**src/rtl/core/modexp_pkg.sv**
```systemverilog
`default_nettype none
package modexp_pkg;

  // Configuration register indexes.
  typedef logic [1:0] reg_idx_t;
  localparam reg_idx_t REG_MODULUS  = 2'd0;
  localparam reg_idx_t REG_EXPONENT = 2'd1;

  localparam logic [31:0] RESET_MODULUS  = 32'd1000000007;
  localparam logic [31:0] RESET_EXPONENT = 32'd1000000005;

  // Microprogram addresses.
  typedef logic [2:0] step_t;
  localparam step_t STEP_IDLE   = 3'd0;
  localparam step_t STEP_REDUCE = 3'd1;
  localparam step_t STEP_ZERO   = 3'd2;
  localparam step_t STEP_EVEN   = 3'd3;
  localparam step_t STEP_MULT   = 3'd4;
  localparam step_t STEP_SQUARE = 3'd5;
  localparam step_t STEP_FINISH = 3'd6;

  // Exponent register operations.
  typedef logic [1:0] exp_op_t;
  localparam exp_op_t EXP_HOLD = 2'd0;
  localparam exp_op_t EXP_DEC  = 2'd1;
  localparam exp_op_t EXP_SHR  = 2'd2;

  // Sequencer branch conditions.
  typedef logic [2:0] cond_t;
  localparam cond_t COND_NEXT   = 3'd0;
  localparam cond_t COND_ALWAYS = 3'd1;
  localparam cond_t COND_EZERO  = 3'd2;
  localparam cond_t COND_EEVEN  = 3'd3;
  localparam cond_t COND_START  = 3'd4;

  typedef struct packed {
    logic    mul_go;    // run the modular multiplier, wait for it
    logic    opa_base;  // multiplicand: 1 = running base, 0 = constant one
    logic    opb_base;  // multiplier: 1 = running base, 0 = accumulator
    logic    dst_acc;   // product goes to: 1 = accumulator, 0 = running base
    exp_op_t exp_op;
    cond_t   cond;
    step_t   target;
    logic    emit;      // present the result item
  } cw_t;

  function automatic cw_t ucode(step_t pc);
    cw_t cw;
    cw = '{mul_go: 1'b0, opa_base: 1'b0, opb_base: 1'b0, dst_acc: 1'b0,
           exp_op: EXP_HOLD, cond: COND_START, target: STEP_REDUCE, emit: 1'b0};
    unique case (pc)
      STEP_IDLE: begin
        cw.cond   = COND_START;
        cw.target = STEP_REDUCE;
      end
      STEP_REDUCE: begin
        // base * 1 mod m brings the raw base below the modulus.
        cw.mul_go   = 1'b1;
        cw.opa_base = 1'b0;
        cw.opb_base = 1'b1;
        cw.dst_acc  = 1'b0;
        cw.cond     = COND_NEXT;
      end
      STEP_ZERO: begin
        cw.cond   = COND_EZERO;
        cw.target = STEP_FINISH;
      end
      STEP_EVEN: begin
        cw.cond   = COND_EEVEN;
        cw.target = STEP_SQUARE;
      end
      STEP_MULT: begin
        cw.mul_go   = 1'b1;
        cw.opa_base = 1'b1;
        cw.opb_base = 1'b0;
        cw.dst_acc  = 1'b1;
        cw.exp_op   = EXP_DEC;
        cw.cond     = COND_ALWAYS;
        cw.target   = STEP_ZERO;
      end
      STEP_SQUARE: begin
        cw.mul_go   = 1'b1;
        cw.opa_base = 1'b1;
        cw.opb_base = 1'b1;
        cw.dst_acc  = 1'b0;
        cw.exp_op   = EXP_SHR;
        cw.cond     = COND_ALWAYS;
        cw.target   = STEP_ZERO;
      end
      STEP_FINISH: begin
        cw.emit   = 1'b1;
        cw.cond   = COND_ALWAYS;
        cw.target = STEP_IDLE;
      end
      default: begin
        cw.cond   = COND_ALWAYS;
        cw.target = STEP_IDLE;
      end
    endcase
    return cw;
  endfunction

endpackage
`default_nettype wire

```
**src/rtl/core/modexp_mulmod.sv**
```systemverilog
`default_nettype none
module modexp_mulmod #(
  parameter int VALUE_WIDTH = 31
) (
  input  wire logic                   clk,
  input  wire logic                   rst_n,
  input  wire logic                   go,
  input  wire logic [VALUE_WIDTH-1:0] a,
  input  wire logic [VALUE_WIDTH-1:0] b,
  input  wire logic [VALUE_WIDTH-1:0] m,
  output logic                        done,
  output logic [VALUE_WIDTH-1:0]      prod
);

  localparam int CNT_W = $clog2(VALUE_WIDTH);
  localparam int SUM_W = VALUE_WIDTH + 2;

  logic                   busy_r, busy_nxt;
  logic                   done_r, done_nxt;
  logic [CNT_W-1:0]       cnt_r, cnt_nxt;
  logic [VALUE_WIDTH-1:0] acc_r, acc_nxt;
  logic [VALUE_WIDTH-1:0] a_r, a_nxt;
  logic [VALUE_WIDTH-1:0] mpl_r, mpl_nxt;
  logic [SUM_W-1:0]       m_ext, sum, sub1, sub2;

  // Interleaved multiply-reduce, multiplier MSB first. The multiplicand must
  // be below m, so the accumulator stays below m and 2*acc + a stays below 3m.
  always_comb begin
    m_ext = {2'b00, m};
    sum   = {1'b0, acc_r, 1'b0}
          + {2'b00, a_r & {VALUE_WIDTH{mpl_r[VALUE_WIDTH-1]}}};
    sub1  = (sum >= m_ext) ? sum - m_ext : sum;
    sub2  = (sub1 >= m_ext) ? sub1 - m_ext : sub1;
  end

  always_comb begin
    busy_nxt = busy_r;
    done_nxt = 1'b0;
    cnt_nxt  = cnt_r;
    acc_nxt  = acc_r;
    a_nxt    = a_r;
    mpl_nxt  = mpl_r;
    if (go) begin
      busy_nxt = 1'b1;
      cnt_nxt  = CNT_W'(VALUE_WIDTH - 1);
      acc_nxt  = '0;
      a_nxt    = a;
      mpl_nxt  = b;
    end else if (busy_r) begin
      acc_nxt = sub2[VALUE_WIDTH-1:0];
      mpl_nxt = {mpl_r[VALUE_WIDTH-2:0], 1'b0};
      cnt_nxt = cnt_r - 1'b1;
      if (cnt_r == '0) begin
        busy_nxt = 1'b0;
        done_nxt = 1'b1;
      end
    end
  end

  always_ff @(posedge clk) begin
    if (!rst_n) begin
      busy_r <= 1'b0;
      done_r <= 1'b0;
    end else begin
      busy_r <= busy_nxt;
      done_r <= done_nxt;
    end
    cnt_r <= cnt_nxt;
    acc_r <= acc_nxt;
    a_r   <= a_nxt;
    mpl_r <= mpl_nxt;
  end

  assign done = done_r;
  assign prod = acc_r;

`ifndef SYNTHESIS
  a_go_idle: assert property (@(posedge clk) disable iff (!rst_n)
    go |-> !busy_r)
    else $error("multiply started while the unit is busy");
  a_last_done: assert property (@(posedge clk) disable iff (!rst_n)
    busy_r && !go && cnt_r == '0 |=> done_r && !busy_r)
    else $error("multiply did not finish after its last bit");
  a_done_idle: assert property (@(posedge clk) disable iff (!rst_n)
    done_r |-> !busy_r && !$past(done_r))
    else $error("done pulse overlaps a running multiply");
`endif

endmodule
`default_nettype wire

```
**src/rtl/core/modular_exponentiation_top.sv**
```systemverilog
`default_nettype none
// Channel     Ports                              Handshake
// input       start, busy, in_base               taken when start && !busy
// result      out_valid, out_result              one-cycle strobe, no stall
// config      cfg_we, cfg_index, cfg_data        written when cfg_we is high
//
// The bit-serial modular multiplier sets how long an item takes, one
// multiplier bit per cycle; each item runs one multiply or squaring per
// loop pass, up to twice EXP_WIDTH of them, after its base reduction.
// Reset is synchronous and loads the modulus 1000000007 and exponent
// 1000000005. The result strobe cannot be held off by the receiver.
module modular_exponentiation_top #(
  parameter int VALUE_WIDTH = 31,
  parameter int EXP_WIDTH   = 32
) (
  input  wire logic                     clk,
  input  wire logic                     rst_n,
  input  wire logic                     start,
  output logic                          busy,
  input  wire logic [VALUE_WIDTH-1:0]   in_base,
  output logic                          out_valid,
  output logic [VALUE_WIDTH-1:0]        out_result,
  input  wire logic                     cfg_we,
  input  wire modexp_pkg::reg_idx_t     cfg_index,
  input  wire logic [(VALUE_WIDTH > EXP_WIDTH ? VALUE_WIDTH : EXP_WIDTH)-1:0] cfg_data
);
  import modexp_pkg::*;

  logic [VALUE_WIDTH-1:0] modulus_r, modulus_nxt;
  logic [EXP_WIDTH-1:0]   expcfg_r, expcfg_nxt;
  logic [EXP_WIDTH-1:0]   exp_r, exp_nxt;
  logic [VALUE_WIDTH-1:0] base_r, base_nxt;
  logic [VALUE_WIDTH-1:0] acc_r, acc_nxt;
  step_t                  pc_r, pc_nxt;
  logic                   issued_r, issued_nxt;
  logic                   out_valid_r, out_valid_nxt;
  logic [VALUE_WIDTH-1:0] out_result_r, out_result_nxt;

  cw_t                    cw;
  logic                   in_accept;
  logic                   mul_go, mul_done, step_done;
  logic [VALUE_WIDTH-1:0] mul_a, mul_b, mul_prod;
  step_t                  pc_inc;

  assign in_accept = start && !busy;
  assign busy      = (pc_r != STEP_IDLE);

  always_comb begin
    cw        = ucode(pc_r);
    mul_go    = cw.mul_go && !issued_r;
    step_done = !cw.mul_go || mul_done;
    mul_a     = cw.opa_base ? base_r : VALUE_WIDTH'(1);
    mul_b     = cw.opb_base ? base_r : acc_r;
    pc_inc    = pc_r + 1'b1;
  end

  modexp_mulmod #(
    .VALUE_WIDTH(VALUE_WIDTH)
  ) u_mulmod (
    .clk  (clk),
    .rst_n(rst_n),
    .go   (mul_go),
    .a    (mul_a),
    .b    (mul_b),
    .m    (modulus_r),
    .done (mul_done),
    .prod (mul_prod)
  );

  // Sequencer: a step that runs the multiplier holds until its product is in.
  always_comb begin
    pc_nxt = pc_r;
    if (step_done) begin
      unique case (cw.cond)
        COND_NEXT:   pc_nxt = pc_inc;
        COND_ALWAYS: pc_nxt = cw.target;
        COND_EZERO:  pc_nxt = (exp_r == '0) ? cw.target : pc_inc;
        COND_EEVEN:  pc_nxt = !exp_r[0] ? cw.target : pc_inc;
        COND_START:  pc_nxt = start ? cw.target : pc_r;
        default:     pc_nxt = STEP_IDLE;
      endcase
    end
  end

  always_comb begin
    issued_nxt     = issued_r;
    exp_nxt        = exp_r;
    base_nxt       = base_r;
    acc_nxt        = acc_r;
    modulus_nxt    = modulus_r;
    expcfg_nxt     = expcfg_r;
    out_valid_nxt  = 1'b0;
    out_result_nxt = out_result_r;

    if (cfg_we) begin
      unique case (cfg_index)
        REG_MODULUS:  modulus_nxt = cfg_data[VALUE_WIDTH-1:0];
        REG_EXPONENT: expcfg_nxt  = cfg_data[EXP_WIDTH-1:0];
        default: ;
      endcase
    end

    if (in_accept) begin
      base_nxt = in_base;
      acc_nxt  = VALUE_WIDTH'(1);
      exp_nxt  = expcfg_r;
    end

    if (mul_go) begin
      issued_nxt = 1'b1;
    end

    if (cw.mul_go && mul_done) begin
      issued_nxt = 1'b0;
      if (cw.dst_acc) begin
        acc_nxt = mul_prod;
      end else begin
        base_nxt = mul_prod;
      end
      unique case (cw.exp_op)
        EXP_HOLD: exp_nxt = exp_r;
        EXP_DEC:  exp_nxt = {exp_r[EXP_WIDTH-1:1], 1'b0};
        EXP_SHR:  exp_nxt = {1'b0, exp_r[EXP_WIDTH-1:1]};
        default:  exp_nxt = exp_r;
      endcase
    end

    // A modulus of zero or one answers zero.
    if (cw.emit) begin
      out_valid_nxt  = 1'b1;
      out_result_nxt = (modulus_r < VALUE_WIDTH'(2)) ? '0 : acc_r;
    end
  end

  always_ff @(posedge clk) begin
    if (!rst_n) begin
      pc_r        <= STEP_IDLE;
      issued_r    <= 1'b0;
      out_valid_r <= 1'b0;
      modulus_r   <= RESET_MODULUS[VALUE_WIDTH-1:0];
      expcfg_r    <= RESET_EXPONENT[EXP_WIDTH-1:0];
    end else begin
      pc_r        <= pc_nxt;
      issued_r    <= issued_nxt;
      out_valid_r <= out_valid_nxt;
      modulus_r   <= modulus_nxt;
      expcfg_r    <= expcfg_nxt;
    end
    exp_r        <= exp_nxt;
    base_r       <= base_nxt;
    acc_r        <= acc_nxt;
    out_result_r <= out_result_nxt;
  end

  assign out_valid  = out_valid_r;
  assign out_result = out_result_r;

`ifndef SYNTHESIS
  a_accept_reduce: assert property (@(posedge clk) disable iff (!rst_n)
    in_accept |=> pc_r == STEP_REDUCE && !issued_r)
    else $error("accepted item did not enter the base reduction");
  a_strobe_finish: assert property (@(posedge clk) disable iff (!rst_n)
    out_valid_r |-> $past(pc_r) == STEP_FINISH && pc_r == STEP_IDLE)
    else $error("result strobe without a finish step");
  a_issue_mul_step: assert property (@(posedge clk) disable iff (!rst_n)
    issued_r |-> cw.mul_go)
    else $error("multiply outstanding outside a multiply step");
`endif

endmodule
`default_nettype wire
```
**config.mk**
```make
export PLATFORM = sky130hd
export DESIGN_NAME = modular_exponentiation_top
export DESIGN_NICKNAME = d
export VERILOG_FILES = /design/src/rtl/core/modexp_pkg.sv /design/src/rtl/core/modexp_mulmod.sv /design/src/rtl/core/modular_exponentiation_top.sv
export SDC_FILE = /design/constraint.sdc
export NUM_CORES = 1
export LEC_CHECK = 0
export BUFFER_PORTS_ARGS = -buffer_cell sky130_fd_sc_hd__buf_2
export CORE_MARGIN = 2
export CORE_UTILIZATION = 40
export CTS_CLUSTER_DIAMETER = 150
export DETAILED_ROUTE_END_ITERATION = 8
export GPL_ROUTABILITY_DRIVEN = 0
export PLACE_DENSITY_LB_ADDON = 0.2
export RECOVER_POWER = 50
export SLEW_MARGIN = 20
export SYNTH_ARGS = -nofsm -noshare
export SYNTH_HDL_FRONTEND = slang
export SYNTH_SLANG_ARGS = --single-unit
```
**constraint.sdc**
```tcl
create_clock -name clk -period 18.4 [get_ports clk]
set_input_delay 0 -clock clk [delete_from_list [all_inputs] [get_ports clk]]
set_output_delay 0 -clock clk [all_outputs]
set_load 0.005 [all_outputs]
```
=== Word level (Yosys, flattened, before mapping) ===
Cells that the tools add are included.

* $add $sub $neg: 5
* Order comparisons: 3
* Eq/ne operators: 17
* Mux-type cells: 28
* Bitwise gates (word level): 3
* Reduce and logical (&&, ||, !) cells: 24

{| class="wikitable"
|+ Operators by type and width
! kind !! count
|-
| $mux 31 || 10
|-
| $ge 33x31->1 || 2
|-
| $mux 32 || 2
|-
| $pmux 32 s2 || 1
|-
| $add 32x31->33 || 1
|-
| $mux 33 || 1
|-
| $sub 33x31->33 || 1
|-
| $logic_not 32->1 || 1
|-
| $and 31x31->31 || 1
|-
| $lt 31x2->1 const B || 1
|-
| $sub 31x31->31 || 1
|-
| $pmux 3 s4 || 2
|-
| $pmux 3 s5 || 1
|-
| $eq 3x2->1 const B || 4
|-
| $eq 3x3->1 const B || 4
|-
| $pmux 4 s3 || 1
|-
| $mux 3 || 3
|-
| $reduce_and 2->1 || 4
|-
| $eq 3x1->1 const B || 2
|-
| $logic_not 3->1 || 2
|-
| $mux 1 || 6
|-
| $reduce_or 2->1 || 3
|-
| $logic_not 5->1 || 1
|-
| $sub 5x1->5 const B || 1
|-
| other kinds (16) || 24
|}

* Flip-flop bits (word level): 293
* Input port bits: 69
* Output and inout bits: 33
* Logic and storage cells: 96

=== Depth between registers and ports, before layout ===
* Depth after elaboration: 6
* Mapped depth: 39
* Depth with buffers taken out: 37

=== Modules after synthesis ===
Synthesis repeated with hierarchy kept, for this count alone.

* Cell total of the unflattened synthesis: 1884
* Area total of the unflattened synthesis: 17386.7 µm²

{| class="wikitable"
|+ By module, submodules not included
! module !! instances !! cells each !! area each (µm²)
|-
| modexp_mulmod || 1 || 1030 || 9231.4
|-
| modular_exponentiation_top || 1 || 854 || 8155.3
|}

=== Worst setup path before layout ===
Ideal clock, no wire load.

* Kind: reg-to-reg
* Start point: register u_mulmod.mpl_r[30]
* End point: register u_mulmod.acc_r[30], in the netlist u_mulmod.prod[30]
* Arrival: 7.495 ns
* Required time: 18.267 ns
* Path slack: 10.772 ns
* Stages on the path, launching flop included: 40
* Period minus slack after synthesis: 7.628 ns
* Cell sequence: edfxtp_1 clkbuf_1 and2_1 ha_1 inv_1 fa_1 nand2b_1 a21oi_1 o211ai_1 a21o_1 a41o_1 o31a_1 nor4bb_1 a311o_1 ha_1 o21ai_0 a21oi_1 nor2_1 (+4 left out) nor3_4 buf_6 nor2_1 a31oi_1 ha_1 inv_1 fa_1 a211oi_1 o211ai_1 nand2_1 o21ai_1 a221oi_1 o311ai_1 a211oi_1 o21bai_1 a21oi_1 xor2_1 a31oi_1

* Cells in the longest elaborated chain, start to end: 6
* Elaborated cells between the ends (all ways): 8

{| class="wikitable"
|+ RTL lines
! item !! line !! RTL
|-
| start: declaration || modexp_mulmod.sv:23 || <nowiki>logic [VALUE_WIDTH-1:0] mpl_r, mpl_nxt;</nowiki>
|-
| start signal: assignment || modexp_mulmod.sv:71 || <nowiki>mpl_r <= mpl_nxt;</nowiki>
|-
| $and 31x31->31 * || modexp_mulmod.sv:31 || <nowiki>+ {2'b00, a_r & {VALUE_WIDTH{mpl_r[VALUE_WIDTH-1]}}};</nowiki>
|-
| $add 32x31->33 * || modexp_mulmod.sv:31 ||
|-
| $sub 33x31->33 / $ge 33x31->1 (equally long branches) || modexp_mulmod.sv:32 || <nowiki>sub1 = (sum >= m_ext) ? sum - m_ext : sum;</nowiki>
|-
| $mux 33 * || modexp_mulmod.sv:32 ||
|-
| $sub 31x31->31 / $ge 33x31->1 (equally long branches) || modexp_mulmod.sv:33 || <nowiki>sub2 = (sub1 >= m_ext) ? sub1 - m_ext : sub1;</nowiki>
|-
| $mux 31 * || modexp_mulmod.sv:33 ||
|-
| end signal: assignment || modexp_mulmod.sv:69 || <nowiki>acc_r <= acc_nxt;</nowiki>
|-
| end: declaration || modexp_mulmod.sv:21 || <nowiki>logic [VALUE_WIDTH-1:0] acc_r, acc_nxt;</nowiki>
|}

Mark *: on every way between the ends. The rest lies on a longest branch, timed or not.
A chain may end at the register's enable or synchronous reset.

=== Worst setup path after layout ===
* Start point: register u_mulmod.mpl_r[30]
* End point: register u_mulmod.acc_r[15], in the netlist u_mulmod.prod[15]

The elaborated chain is that of the path after synthesis.

==> results.toml <==
[cells_and_area]
antenna_cells_inserted = 0
fin_area_um2 = 20100
finalNetCount = 2204
sequential_cell_area_um2 = 7120
multi_input_comb_area_um2 = 9580
fillers = 4118
layout-area-overhead-vs-synth_pct = 15.7
layout-drive-gt1-share = 0.0923

[logic_synthesis]
synth_common_cells = "sky130_fd_sc_hd__nand2_1, sky130_fd_sc_hd__dfxtp_1, sky130_fd_sc_hd__o21ai_0"
ys.warnings.count = 0
yosysMostFrequentCell = "sky130_fd_sc_hd__nand2_1"
seq_area_frac_synth = 0.411
yosys.cell_types.count = 82
yosysTopAreaCell = "sky130_fd_sc_hd__edfxtp_1"
synth-edff-count = 125
synth.top_cells.by_area = "sky130_fd_sc_hd__edfxtp_1, sky130_fd_sc_hd__dfxtp_1, sky130_fd_sc_hd__ha_1"
synthesis.area_um2 = 17300
synthesized_flop_and_latch_total = 293
synth_top_flop_cell = "sky130_fd_sc_hd__dfxtp_1"
gate_count_of_the_mapped_netlist = 1909
netlist.area_leader.share = 0.217
ys_async_sr_fraction = 0
syn_avg_cell_area_um2 = 9.08
synth_nets = 2080

[floorplan]
top_level_ports = 102
floorplan.initialDensity = 0.404
fp.dieH_um = 212
placeableCoreArea_um2 = 42900
die-width_um = 212
fp.dieArea_um2 = 45000
fp-row-count = 76

[clock_network]
cts.htree.levels = 2
root_buffer = "sky130_fd_sc_hd__clkbuf_16"
clk_pin_slew_worst_paths_ps = 60
max_buffers_root_to_sink = 3
cts_tree = "built"
cts-buffers-inserted = 35
clock-sinks = 293
clock_insertion_delay_worst_skew_ps = 520
cts_resized = 0
cts_setup_buffers = 0

[placement]
placement.cell_area_um2 = 18400
port_buffers = 101
place_hpwl_mm = 34.6

[detailed_routing]
vias = 14100
remaining_drc_errors = 0
route.detailed.vias_per_inst = 5.35
drtAntennaViolNets = 0
drt_pass1_iterations = 5
drt_iter0_drc = 867
wl_per_cell_um = 17.9
postRouteWirelength_mm = 47.3

[setup_path]
arrival_ps = 9790
worst_path_largest_cell_delay_ps = 850
cp-startpoint = "u_mulmod.mpl_r[30]"
r2r_start = "u_mulmod.mpl_r[30]"
worst-path-max-fanout = 32
crit_slowest_cell = "sky130_fd_sc_hd__edfxtp_1"
worst_setup_path_end_kind = "flip-flop"
setup.worst_path.class = "reg2reg"
timing.critical_path.required_ps = 18830
worst_setup_path_start_kind = "flip-flop"

[global_route]
grt_pass1_vias = 14100
pin_count_of_the_biggest_net_entering_global_routing = 71
grt_antenna_before_repair = 1
grt_overflow = 0
grt_first_pass_wirelength_mm = 75.0
grtUsageTotal = 0.210

[flow_run]
max_cap_viol_count = 7

[sta]
slew-limit-headroom = -0.356
clock-skew-final_ps = 19.4
rsz0062_at_grt = "no"
clock.fmax_mhz = 107
timing.final.setup_violations = 0
worst_slew_pin_slew_ps = 2030
report.final.slew_viol_count = 272
setup_tns_ps = 0
final_hold_viol_count = 0
period_minus_slack_ps = 9360
layout_worst_path_cycle_share = 0.509

[hold_path]
start_point_of_the_worst_min_delay_path = "start"
worst_hold_class = "in2reg"

[outcome]
violations = "capacitance limit, slew limit"
run_status = "complete, but fails checks"
[critical path, delay by kind of cell (launching register included)]
family	cells	cell delay [ps]
buffers and inverters	3	830
AOI/OAI and AO/OA	16	3420
DFF	1	850
muxes	1	410
adders and majority gates	4	1230
and+or+nand+nor	12	2460
[path summary, 6_finish.rpt]
| check | to | slack [ps] | depth (start not counted) |
|---|---|---|---|
| max reg2reg | u_mulmod.prod[15] | 9040 | 36 |
| min | exp_r[0] | 20 | 3 |
| min reg2reg | expcfg_r[28] | 470 | 2 |
| max | u_mulmod.prod[15] | 9040 | 36 |
[final cells by class]
class                   count  share of cell area
clock buffers              45              0.0471
clock inverters            17              0.0102
inverters                  71              0.0133
multi-input cells        1449               0.478
flip-flops and latches    293               0.355
well taps                 585              0.0365
repair buffers            183              0.0606
[cells by family after synthesis]
group | after synthesis | synth area share
muxes | 118 | 0.0720
AOI/OAI and AO/OA | 508 | 0.188
adders and majority gates | 102 | 0.0749
xor gates and xnor gates | 84 | 0.0424
buffers and inverters | 167 | 0.0390
and+or+nand+nor | 637 | 0.173
DFF | 293 | 0.411
[timing repair]
action,4_1_cts,5_1_grt
hold endpoints to repair,94,0
setup endpoints to repair,0,0
hold buffers,63,0
[layer usage]
metal	vias up	track usage	routed length, um
li1	7059	-	-
met1	6742	0.258	20700
met2	239	0.377	23700
met3	89	0.0245	1490
met4	0	0.0729	1410
met5	-	0	0
[through the flow]
| stage | hold WS (ps) | util | setup WS [ps] | std cells |
|---|---|---|---|---|
| 2_1_floorplan | 124 | - | 10770 | 1909 |
| 3_3_place_gp | 228 | 0.428 | 9470 | 2518 |
| 3_5_place_dp | 233 | 0.428 | 9250 | 2518 |
| 4_1_cts | 14.5 | 0.469 | 9170 | 2643 |
| 5_1_grt | 17.2 | 0.468 | 8290 | 2643 |
| 6_report | 24.6 | 0.468 | 9040 | 2643 |
[flip-flops by register name, indices dropped and copies added (netlist names)]
signal	count
u_mulmod.busy_r	1
acc_r	31
u_mulmod.a_r	31
u_mulmod.cnt_r	5
exp_r	32
u_mulmod.prod	31
modulus_r	31
out_valid	1
expcfg_r	32
pc_r	3
u_mulmod.mpl_r	31
base_r	31
u_mulmod.done	1
issued_r	1
out_result	31
[cells in the final DEF (no fill, tap or decap), types with 28 or more instances in the layout]
cell type                       count
sky130_fd_sc_hd__nand2_1          309
sky130_fd_sc_hd__dfxtp_1          168
sky130_fd_sc_hd__o21ai_0          163
sky130_fd_sc_hd__edfxtp_1         125
sky130_fd_sc_hd__a21oi_1          102
sky130_fd_sc_hd__ha_1              98
sky130_fd_sc_hd__mux2i_1           91
sky130_fd_sc_hd__nor2_1            75
sky130_fd_sc_hd__buf_2             74
sky130_fd_sc_hd__inv_1             71
sky130_fd_sc_hd__dlygate4sd3_1     63
sky130_fd_sc_hd__xnor2_1           52
sky130_fd_sc_hd__and2_1            45
sky130_fd_sc_hd__nor2b_1           43
sky130_fd_sc_hd__nand3_1           42
sky130_fd_sc_hd__clkbuf_1          42
sky130_fd_sc_hd__clkbuf_16         36
sky130_fd_sc_hd__a21boi_0          34
sky130_fd_sc_hd__xor2_1            32
sky130_fd_sc_hd__a21o_1            32
sky130_fd_sc_hd__a22o_1            28
Power is left out: the tool's default activity adds up to more than one toggle a clock period on the data nets, which glitch-free logic cannot reach.
